`config.mk`:
```
export PLATFORM = sky130hd
export DESIGN_NAME = modular_exponentiation_core_flat
export DESIGN_NICKNAME = d
export VERILOG_FILES = /design/src/design/mxp_pkg.sv /design/src/design/mxp_base_if.sv /design/src/design/mxp_result_if.sv /design/src/design/mxp_modmul.sv /design/src/design/modular_exponentiation_core.sv /design/src/flat_wrapper.sv
export SDC_FILE = /design/constraint.sdc
export NUM_CORES = 1
export LEC_CHECK = 0
export ABC_AREA = 1
export BUFFER_PORTS_ARGS = -buffer_cell sky130_fd_sc_hd__buf_2
export CORE_MARGIN = 3
export CORE_UTILIZATION = 35
export CTS_BUF_LIST = sky130_fd_sc_hd__clkbuf_2
export CTS_CLUSTER_DIAMETER = 40
export DETAILED_ROUTE_END_ITERATION = 8
export SYNTH_ARGS = -nofsm -noshare
export SYNTH_HDL_FRONTEND = slang
export SYNTH_SLANG_ARGS = --single-unit
```
`constraint.sdc`:
```
create_clock -name clk -period 5.8 [get_ports clk]
set_clock_uncertainty 0.1 [all_clocks]
set_input_delay 0.29 -clock clk [delete_from_list [all_inputs] [get_ports clk]]
set_output_delay 0.29 -clock clk [all_outputs]
set_load 0.05 [all_outputs]
```
`src/design/mxp_pkg.sv`:
```
// shared constants and types for the modular exponentiation core
package mxp_pkg;

    localparam int DATA_W            = 32;
    localparam int OPERAND_WIDTH_DEF = 32;
    localparam int PADDR_W           = 3;

    // register word select, taken from paddr[2]
    localparam logic REG_MODULUS  = 1'b0;
    localparam logic REG_EXPONENT = 1'b1;

    localparam logic [DATA_W-1:0] MODULUS_RST  = DATA_W'(1);
    localparam logic [DATA_W-1:0] EXPONENT_RST = '0;

    // status of the shared modular multiplier
    typedef struct packed {
        logic busy;
        logic done;
    } mxp_mul_status_t;

endpackage

```
`src/design/mxp_base_if.sv`:
```
// request channel carrying one base value
interface mxp_base_if
    import mxp_pkg::*;
();
    logic              valid;
    logic              ready;
    logic [DATA_W-1:0] base_value;

    modport source (output valid, output base_value, input ready);
    modport sink (input valid, input base_value, output ready);
endinterface

```
`src/design/mxp_result_if.sv`:
```
// request channel carrying one power result
interface mxp_result_if
    import mxp_pkg::*;
();
    logic              valid;
    logic              ready;
    logic [DATA_W-1:0] power_result;

    modport source (output valid, output power_result, input ready);
    modport sink (input valid, input power_result, output ready);
endinterface

```
`src/design/mxp_modmul.sv`:
```
// bit-serial interleaved modular multiplier, one bit of op_a per cycle
module mxp_modmul
    import mxp_pkg::*;
#(
    parameter int OPERAND_WIDTH = OPERAND_WIDTH_DEF
)
(
    input  logic                     clk,
    input  logic                     rst_n,
    input  logic                     start,
    input  logic [OPERAND_WIDTH-1:0] op_a,
    input  logic [OPERAND_WIDTH-1:0] op_b,
    input  logic [OPERAND_WIDTH-1:0] modulus,
    output mxp_mul_status_t          status,
    output logic [OPERAND_WIDTH-1:0] result
);

    localparam int W  = OPERAND_WIDTH;
    localparam int CW = $clog2(W);

    logic [W-1:0]  a_reg, a_next;
    logic [W-1:0]  b_reg, b_next;
    logic [W-1:0]  m_reg, m_next;
    logic [W-1:0]  r_reg, r_next;
    logic [CW-1:0] cnt_reg, cnt_next;
    logic          busy_reg, busy_next;
    logic          done_reg, done_next;

    logic [W+1:0]  sum;
    logic [W+2:0]  diff1;
    logic [W+2:0]  diff2;
    logic [W-1:0]  step_r;

    // r < m and b < m keep 2r + b below 3m: at most two subtractions
    always_comb
    begin
        sum    = {1'b0, r_reg, 1'b0} + {2'b00, (a_reg[W-1] ? b_reg : {W{1'b0}})};
        diff1  = {1'b0, sum} - {3'b000, m_reg};
        diff2  = {1'b0, sum} - {2'b00, m_reg, 1'b0};
        if (!diff2[W+2])
        begin
            step_r = diff2[W-1:0];
        end
        else if (!diff1[W+2])
        begin
            step_r = diff1[W-1:0];
        end
        else
        begin
            step_r = sum[W-1:0];
        end
    end

    always_comb
    begin
        a_next    = a_reg;
        b_next    = b_reg;
        m_next    = m_reg;
        r_next    = r_reg;
        cnt_next  = cnt_reg;
        busy_next = busy_reg;
        done_next = 1'b0;
        if (start)
        begin
            a_next    = op_a;
            b_next    = op_b;
            m_next    = modulus;
            r_next    = '0;
            cnt_next  = CW'(W - 1);
            busy_next = 1'b1;
        end
        else if (busy_reg)
        begin
            a_next   = {a_reg[W-2:0], 1'b0};
            r_next   = step_r;
            cnt_next = cnt_reg - 1'b1;
            if (cnt_reg == '0)
            begin
                busy_next = 1'b0;
                done_next = 1'b1;
            end
        end
    end

    always_ff @(posedge clk or negedge rst_n)
    begin
        if (!rst_n)
        begin
            busy_reg <= 1'b0;
            done_reg <= 1'b0;
            cnt_reg  <= '0;
        end
        else
        begin
            busy_reg <= busy_next;
            done_reg <= done_next;
            cnt_reg  <= cnt_next;
        end
    end

    always_ff @(posedge clk)
    begin
        a_reg <= a_next;
        b_reg <= b_next;
        m_reg <= m_next;
        r_reg <= r_next;
    end

    assign status.busy = busy_reg;
    assign status.done = done_reg;
    assign result      = r_reg;

endmodule

```
`src/design/modular_exponentiation_core.sv`:
```
// modular exponentiation core: right-to-left square-and-multiply over a shared multiplier
//
//  channel  | dir | handshake             | payload
//  ---------+-----+-----------------------+---------------------------------
//  in_ch    | in  | valid / ready         | base_value   [31:0]
//  out_ch   | out | valid / ready         | power_result [31:0]
//  apb      | in  | psel/penable/pwrite   | paddr[2:0], pwdata/prdata[31:0]
//
// a request first reduces the base mod m with one product, then runs through all
// W = OPERAND_WIDTH exponent bits on the bit-serial modular multiplier: a set bit
// takes one multiply and one square, a clear bit only the square.
// a modulus of 0 or 1 skips the multiplier and goes straight to the result write.
// reset clears the sequencer, the output valid and the registers
// (modulus 1, exponent 0); no clearing pass is needed.
// in_ch.ready is high only while the sequencer is idle; a finished result
// sits in the output register, so a new request is taken while it waits.
module modular_exponentiation_core
    import mxp_pkg::*;
#(
    parameter int OPERAND_WIDTH = OPERAND_WIDTH_DEF
)
(
    input  logic                clk,
    input  logic                rst_n,
    // configuration port
    input  logic                psel,
    input  logic                penable,
    input  logic                pwrite,
    input  logic [PADDR_W-1:0]  paddr,
    input  logic [DATA_W-1:0]   pwdata,
    output logic [DATA_W-1:0]   prdata,
    output logic                pready,
    // request channels
    mxp_base_if.sink            in_ch,
    mxp_result_if.source        out_ch
);

    localparam int W  = OPERAND_WIDTH;
    localparam int BW = $clog2(W + 1);
    localparam int IW = $clog2(W);

    // one-hot sequencer states
    typedef enum logic [5:0] {
        ST_IDLE   = 6'b000001,
        ST_REDUCE = 6'b000010,
        ST_NEXT   = 6'b000100,
        ST_MUL    = 6'b001000,
        ST_SQR    = 6'b010000,
        ST_WRITE  = 6'b100000
    } mxp_state_t;

    mxp_state_t         state_reg, state_next;

    logic [DATA_W-1:0]  modulus_reg;
    logic [DATA_W-1:0]  exponent_reg;

    logic [W-1:0]       acc_reg, acc_next;
    logic [W-1:0]       base_reg, base_next;
    logic [BW-1:0]      bit_idx_reg, bit_idx_next;
    logic [DATA_W-1:0]  power_result_reg;
    logic               out_valid_reg, out_valid_next;

    logic [W-1:0]       mod_w;
    logic [W-1:0]       exp_w;
    logic               small_mod;
    logic               in_take;
    logic               out_load;
    logic               cfg_write;

    logic               mul_start;
    logic [W-1:0]       mul_a;
    logic [W-1:0]       mul_b;
    logic [W-1:0]       mul_result;
    mxp_mul_status_t    mul_status;

    // ------------------------------------------------------------------
    // configuration registers
    // ------------------------------------------------------------------
    assign pready    = 1'b1;
    assign cfg_write = psel && penable && pwrite;

    always_ff @(posedge clk or negedge rst_n)
    begin
        if (!rst_n)
        begin
            modulus_reg  <= MODULUS_RST;
            exponent_reg <= EXPONENT_RST;
        end
        else if (cfg_write)
        begin
            unique case (paddr[2])
                REG_MODULUS:  modulus_reg  <= pwdata;
                REG_EXPONENT: exponent_reg <= pwdata;
                default:      modulus_reg  <= modulus_reg;
            endcase
        end
    end

    always_comb
    begin
        unique case (paddr[2])
            REG_MODULUS:  prdata = modulus_reg;
            REG_EXPONENT: prdata = exponent_reg;
            default:      prdata = '0;
        endcase
    end

    // only the low operand bits take part
    assign mod_w     = modulus_reg[W-1:0];
    assign exp_w     = exponent_reg[W-1:0];
    // modulus 0 or 1 reduces everything to 0; exponent 0 still gives 1
    assign small_mod = (mod_w <= W'(1));

    // ------------------------------------------------------------------
    // handshakes
    // ------------------------------------------------------------------
    assign in_ch.ready = (state_reg == ST_IDLE);
    assign in_take     = in_ch.valid && in_ch.ready;
    // result register frees up in the same cycle it is taken
    assign out_load    = (state_reg == ST_WRITE) && (!out_valid_reg || out_ch.ready);

    assign out_ch.valid        = out_valid_reg;
    assign out_ch.power_result = power_result_reg;

    // ------------------------------------------------------------------
    // sequencer
    // ------------------------------------------------------------------
    always_comb
    begin
        state_next   = state_reg;
        acc_next     = acc_reg;
        base_next    = base_reg;
        bit_idx_next = bit_idx_reg;
        mul_start    = 1'b0;
        mul_a        = base_reg;
        mul_b        = base_reg;

        unique case (state_reg)
            ST_IDLE:
            begin
                mul_a = in_ch.base_value[W-1:0];
                mul_b = W'(1);
                if (in_take)
                begin
                    bit_idx_next = '0;
                    if (small_mod)
                    begin
                        acc_next   = (exp_w == '0) ? W'(1) : '0;
                        state_next = ST_WRITE;
                    end
                    else
                    begin
                        // base mod m computed as base * 1 mod m
                        acc_next   = W'(1);
                        mul_start  = 1'b1;
                        state_next = ST_REDUCE;
                    end
                end
            end
            ST_REDUCE:
            begin
                if (mul_status.done)
                begin
                    base_next  = mul_result;
                    state_next = ST_NEXT;
                end
            end
            ST_NEXT:
            begin
                if (bit_idx_reg == BW'(W))
                begin
                    state_next = ST_WRITE;
                end
                else if (exp_w[bit_idx_reg[IW-1:0]])
                begin
                    mul_a      = acc_reg;
                    mul_start  = 1'b1;
                    state_next = ST_MUL;
                end
                else
                begin
                    mul_start  = 1'b1;
                    state_next = ST_SQR;
                end
            end
            ST_MUL:
            begin
                if (mul_status.done)
                begin
                    acc_next   = mul_result;
                    mul_start  = 1'b1;
                    state_next = ST_SQR;
                end
            end
            ST_SQR:
            begin
                if (mul_status.done)
                begin
                    base_next    = mul_result;
                    bit_idx_next = bit_idx_reg + 1'b1;
                    state_next   = ST_NEXT;
                end
            end
            ST_WRITE:
            begin
                if (out_load)
                begin
                    state_next = ST_IDLE;
                end
            end
            default:
            begin
                state_next = ST_IDLE;
            end
        endcase
    end

    always_comb
    begin
        out_valid_next = out_valid_reg;
        if (out_load)
        begin
            out_valid_next = 1'b1;
        end
        else if (out_ch.ready)
        begin
            out_valid_next = 1'b0;
        end
    end

    always_ff @(posedge clk or negedge rst_n)
    begin
        if (!rst_n)
        begin
            state_reg     <= ST_IDLE;
            bit_idx_reg   <= '0;
            out_valid_reg <= 1'b0;
        end
        else
        begin
            state_reg     <= state_next;
            bit_idx_reg   <= bit_idx_next;
            out_valid_reg <= out_valid_next;
        end
    end

    // datapath registers, no reset needed
    always_ff @(posedge clk)
    begin
        acc_reg  <= acc_next;
        base_reg <= base_next;
        if (out_load)
        begin
            power_result_reg <= DATA_W'(acc_reg);
        end
    end

    // ------------------------------------------------------------------
    // shared modular multiplier
    // ------------------------------------------------------------------
    mxp_modmul #(
        .OPERAND_WIDTH (W)
    ) u_modmul (
        .clk     (clk),
        .rst_n   (rst_n),
        .start   (mul_start),
        .op_a    (mul_a),
        .op_b    (mul_b),
        .modulus (mod_w),
        .status  (mul_status),
        .result  (mul_result)
    );

`ifndef SYNTHESIS
    // the multiplier is never restarted while a product is in flight
    assert property (@(posedge clk) disable iff (!rst_n)
        mul_start |-> !mul_status.busy)
        else $error("multiplier started while busy");

    // a finished product only arrives while the sequencer waits for one
    assert property (@(posedge clk) disable iff (!rst_n)
        mul_status.done |->
            (state_reg == ST_REDUCE || state_reg == ST_MUL || state_reg == ST_SQR))
        else $error("multiplier done outside a product state");

    // exponent zero always yields one
    assert property (@(posedge clk) disable iff (!rst_n)
        (out_load && exp_w == '0) |=> power_result_reg == DATA_W'(1))
        else $error("exponent zero did not give one");

    // with a real modulus the result is fully reduced
    assert property (@(posedge clk) disable iff (!rst_n)
        (out_load && !small_mod) |=> power_result_reg < DATA_W'(mod_w))
        else $error("result not reduced below modulus");
`endif

endmodule

```
`src/flat_wrapper.sv`:
```
// flat-port wrapper written by rule: the top's interface ports become plain ports
module modular_exponentiation_core_flat import mxp_pkg::*;
#(
    parameter int OPERAND_WIDTH = OPERAND_WIDTH_DEF
)
  (clk, rst_n, psel, penable, pwrite, paddr, pwdata, prdata, pready, in_ch_valid, in_ch_base_value, in_ch_ready, out_ch_valid, out_ch_power_result, out_ch_ready);
  mxp_base_if in_ch_i ();
  mxp_result_if out_ch_i ();
  input  logic clk;
  input  logic rst_n;
  input  logic psel;
  input  logic penable;
  input  logic pwrite;
  input  logic [PADDR_W-1:0] paddr;
  input  logic [DATA_W-1:0] pwdata;
  output logic [DATA_W-1:0] prdata;
  output logic pready;
  input wire logic [$bits(in_ch_i.valid)-1:0] in_ch_valid;
  input wire logic [$bits(in_ch_i.base_value)-1:0] in_ch_base_value;
  output wire logic [$bits(in_ch_i.ready)-1:0] in_ch_ready;
  output wire logic [$bits(out_ch_i.valid)-1:0] out_ch_valid;
  output wire logic [$bits(out_ch_i.power_result)-1:0] out_ch_power_result;
  input wire logic [$bits(out_ch_i.ready)-1:0] out_ch_ready;
  assign in_ch_i.valid = in_ch_valid;
  assign in_ch_i.base_value = in_ch_base_value;
  assign in_ch_ready = in_ch_i.ready;
  assign out_ch_valid = out_ch_i.valid;
  assign out_ch_power_result = out_ch_i.power_result;
  assign out_ch_i.ready = out_ch_ready;
  modular_exponentiation_core #(.OPERAND_WIDTH(OPERAND_WIDTH)) u_core (.clk(clk), .rst_n(rst_n), .psel(psel), .penable(penable), .pwrite(pwrite), .paddr(paddr), .pwdata(pwdata), .prdata(prdata), .pready(pready), .in_ch(in_ch_i), .out_ch(out_ch_i));
endmodule
```
==> results.md <==
Outcome:
- The run finished with clean final reports.

Drt:
- The post-detailed-route wirelength per cell is 17.4 um.
- Dividing the detail-routed via count by the number of cells gives 4.98.
- The number of remaining DRC errors is 0.
- The count of nets left with antenna violations once routing finished came out at 0.
- The routed via count is 18600.
- The routed wire length is 64800 um.
- The initial DRC count is 1143.
- The first TritonRoute pass finished after 8 iterations.

Global routing:
- Global routing finished with a remaining overflow of 0.
- The initial antenna violation count is 3.
- The number of global-route vias before repair is 18700.
- The maximum number of pins on one net before global-route repair is 103.
- For this run, the total global-route usage over all layers was measured as 21.6%.
- The first global-routing pass estimated 102000 um of wire.

Logic synthesis:
- The library cell occupying the most area in the post-synthesis netlist is edfxtp_1.
- The number of enable flip-flop cells after synthesis is 192.
- The number of nets handed over by synthesis was 2773.
- The sequential element share of the synthesized area is 42.9%.
- In the synthesized netlist, mux cells make up 0% of the area.
- After synthesis the netlist holds a flip-flop and latch count of 308.
- The fraction of registers with async set or reset after synthesis is 27.3%.
- The area share of the largest cell type after synthesis is 29.0%.
- The post-synthesis compound-gate area fraction is 13.1%.
- The post-synth design cell area is 0.0199 mm^2.
- By area the synthesized netlist is led by edfxtp_1 29%, nand2_1 13%, dfrtp_1 10%.
- Yosys mapped the design onto 50 distinct sky130hd cell types.
- The most numerous cell in the Yosys netlist is nand2_1.
- Summing the areas of all xor and xnor instances in the mapped netlist gives 3.04% of the synthesized area.
- Yosys printed 0 warnings.
- Averaged over all synthesized cells, the footprint is 7.64 um^2.
- The most common flop cell mapped by yosys is edfxtp_1.
- Synthesis handed over a netlist of 2597 instances.
- The largest family of logic cells by synthesized area is simple AND/OR/NAND/NOR gates.
- Sorting the synthesized cells by how often they occur yields 668 x nand2_1, 402 x inv_1, 223 x nor2_1, 193 x a21oi_1, 192 x edfxtp_1.
- The area share of and/or/nand/nor cells after synthesis is 24.7%.
- The synthesized netlist devotes 6.54% of its cell area to adder and majority cells.

Worst setup path:
- The internal reg-to-reg setup slack is 0.63 ns.
- The required time at the endpoint of the critical path is 6.63 ns.
- The depth of the most critical reg-to-reg path is 26.
- For the worst setup path, the data arrival time is 6.00 ns.
- The source of the worst register-to-register timing path is u_core.u_modmul.a_reg[31]$_DFFE_PP_.
- The startpoint kind of the worst setup timing path is a flip-flop.
- The setup path with the least slack is of type reg -> reg.
- STA classifies the critical path endpoint as a flip-flop.
- In this run the worst setup path terminates at u_core.u_modmul.result[9]$_SDFFE_PP0P_.
- The maximum fanout along the worst path is 27.
- The critical path starts at u_core.u_modmul.a_reg[31]$_DFFE_PP_.
- The endpoint of the worst register-to-register path is u_core.u_modmul.result[9]$_SDFFE_PP0P_.

Timing:
- The headroom to the max-slew limit is 23.8%.
- The setup TNS is 0 ns.
- The number of slew-limit violations in the final report is 0.
- Static timing analysis puts the maximum clock frequency at 193 MHz.
- Setup violations remaining at the end of the flow were counted as 0.
- The total count of hold-check failures in the final report was 0.
- The final worst setup slack is 0.631 ns.
- The slew of the pin with the lowest slew margin is 1.14 ns.
- After layout, the minimum clock period comes to 5.17 ns.
- The final period utilization is 89.1%.
- Setup repair after global routing left no endpoint under its margin.

Finish:
- The filler cells instantiated in the layout total 5767.
- The proportion of layout cells with a drive suffix above 1 is 11.5%.
- For this run, the post-layout net count is 3079.
- The area overhead of the layout relative to synthesis is 18.8%.
- The area taken by flip-flops and latches is 0.00851 mm^2.
- In the final layout, the multi-input gates occupy 0.00944 mm^2.

Clock tree:
- The clock passes through at most 3 buffers.
- The maximum level of the CTS H-tree is 3.
- The number of CTS-inserted buffers is 87.
- The number of sinks handled by clock tree synthesis is 308.
- The clock latency of the later-clocked register in the worst-skew pair is 1.11 ns.
- For this design, the CTS-stage hold fixing added 138 buffers.
- TritonCTS built the clock tree.
- The post-CTS setup-driven buffer insertion count is 0.
- The clock input transition at the sequential cells of the worst setup and hold paths is 0.10 ns.
- The post-cts gate resize count is 0.
- The root buffer cell chosen for the clock tree is clkbuf_2.

Die:
- The number of top-level pins is 141.
- The vertical extent of the die is 244 um.
- The die is 244 um wide.
- The die covers 0.0596 mm^2.
- After floorplanning, the core was divided into 86 placement rows.
- Once the floorplan was initialized, standard cells occupied 35.7% of the core.
- The floorplan core area is 0.0556 mm^2.

Hold path:
- The tightest min-delay check is of the in -> async type.

Place:
- The sum of net half-perimeters after detailed placement is 47900 um.
- The port buffer count is 137.
- At the end of routability-driven placement, the weighted congestion stood at 0.908.
- Before CTS, the worst setup slack after placement is 0.716 ns.

Run:
- The number of max-capacitance violations reported is 0.
==> metrics by stage <==
step	hold WS, ns	utilization [%]	cells	instance area, um^2
global route	0.0661	42.4	3726	23600
floorplan	-0.106	-	2597	19900
detailed placement	0.220	38.3	3424	21300
finish	0.162	42.4	3728	23600
CTS	0.0208	42.4	3725	23600
global placement	0.222	38.3	3424	21300
==> critical path, stage by stage, from the launching register on <==
cell and delay [ns]:
edfxtp_1 0.49, buf_4 0.27, nand2_1 0.10, inv_1 0.05, ha_1 0.34, nand2_1 0.13
nor2_1 0.11, nand3_1 0.08, nand2_1 0.15, inv_1 0.08, o21bai_1 0.28, xor2_1 0.51
ha_1 0.40, nand2_1 0.19, nor2_2 0.08, nand2_1 0.06, and2_1 0.15, nand2_1 0.13
nand2_1 0.09, nand2_1 0.11, nand2_1 0.08, nand2_1 0.07, a21oi_2 0.34, buf_4 0.31
nand3_1 0.10, nand2_1 0.11, o21ai_0 0.09
==> placed cells by master (no fill, tap or decap), types with 39 or more instances in the layout <==
cell type | Yosys | routed
dfrtp_1 | 82 | 82
nand3_1 | 134 | 134
a21oi_1 | 193 | 192
nand3b_1 | 39 | 39
buf_2 | 18 | 136
clkbuf_2 | 0 | 123
dlygate4sd3_1 | 0 | 137
xor2_1 | 46 | 46
edfxtp_1 | 192 | 192
nand2_1 | 668 | 667
ha_1 | 99 | 99
nor2_1 | 223 | 221
o21ai_0 | 172 | 172
inv_1 | 402 | 402
==> cell families (layout without fill, tap and decap cells) <==
group | count (synthesis) | in the layout
AND/OR/NAND/NOR | 1158 | 1158
buffers and inverters | 493 | 873
AO/OA/AOI/OAI | 466 | 466
flip-flops | 308 | 308
adder cells (fa/ha/maj) | 102 | 102
XOR/XNOR | 69 | 69
other | 1 | 4
==> cell type report <==
class                           instances  area share [%]
Multi-Input combinational cell       1796            40.1
Sequential cell                       308            36.1
Timing Repair Buffer                  296            9.65
Inverter                              414            6.59
Tap cell                              748            3.97
Clock buffer                          123            2.61
Clock inverter                         40           0.992
Antenna cell                            3          0.0318
==> layer usage <==
layer / GRT usage (%) / vias to the layer above / wire (um)
li1: - / 9209 / -
met1: 28.1 / 8669 / 29000
met2: 35.9 / 573 / 30000
met3: 3.54 / 130 / 3300
met4: 8.81 / 0 / 2350
met5: 0 / - / 0
==> how the worst min path moves through the flow <==
| stage | start | to | slack (ns) |
|---|---|---|---|
| floorplan | rst_n | u_core.bit_idx_reg[0]$_DFFE_PN0P_ | -0.11 |
| global placement | rst_n | u_core.exp_w[27]$_DFFE_PN0P_ | 0.22 |
| detailed placement | rst_n | u_core.exp_w[27]$_DFFE_PN0P_ | 0.22 |
| CTS | rst_n | u_core.bit_idx_reg[1]$_DFFE_PN0P_ | 0.02 |
| global route | rst_n | u_core.bit_idx_reg[1]$_DFFE_PN0P_ | 0.07 |
| finish | rst_n | u_core.bit_idx_reg[1]$_DFFE_PN0P_ | 0.16 |
Power is left out: the tool's default activity adds up to more than one toggle a clock period on the data nets, which glitch-free logic cannot reach.
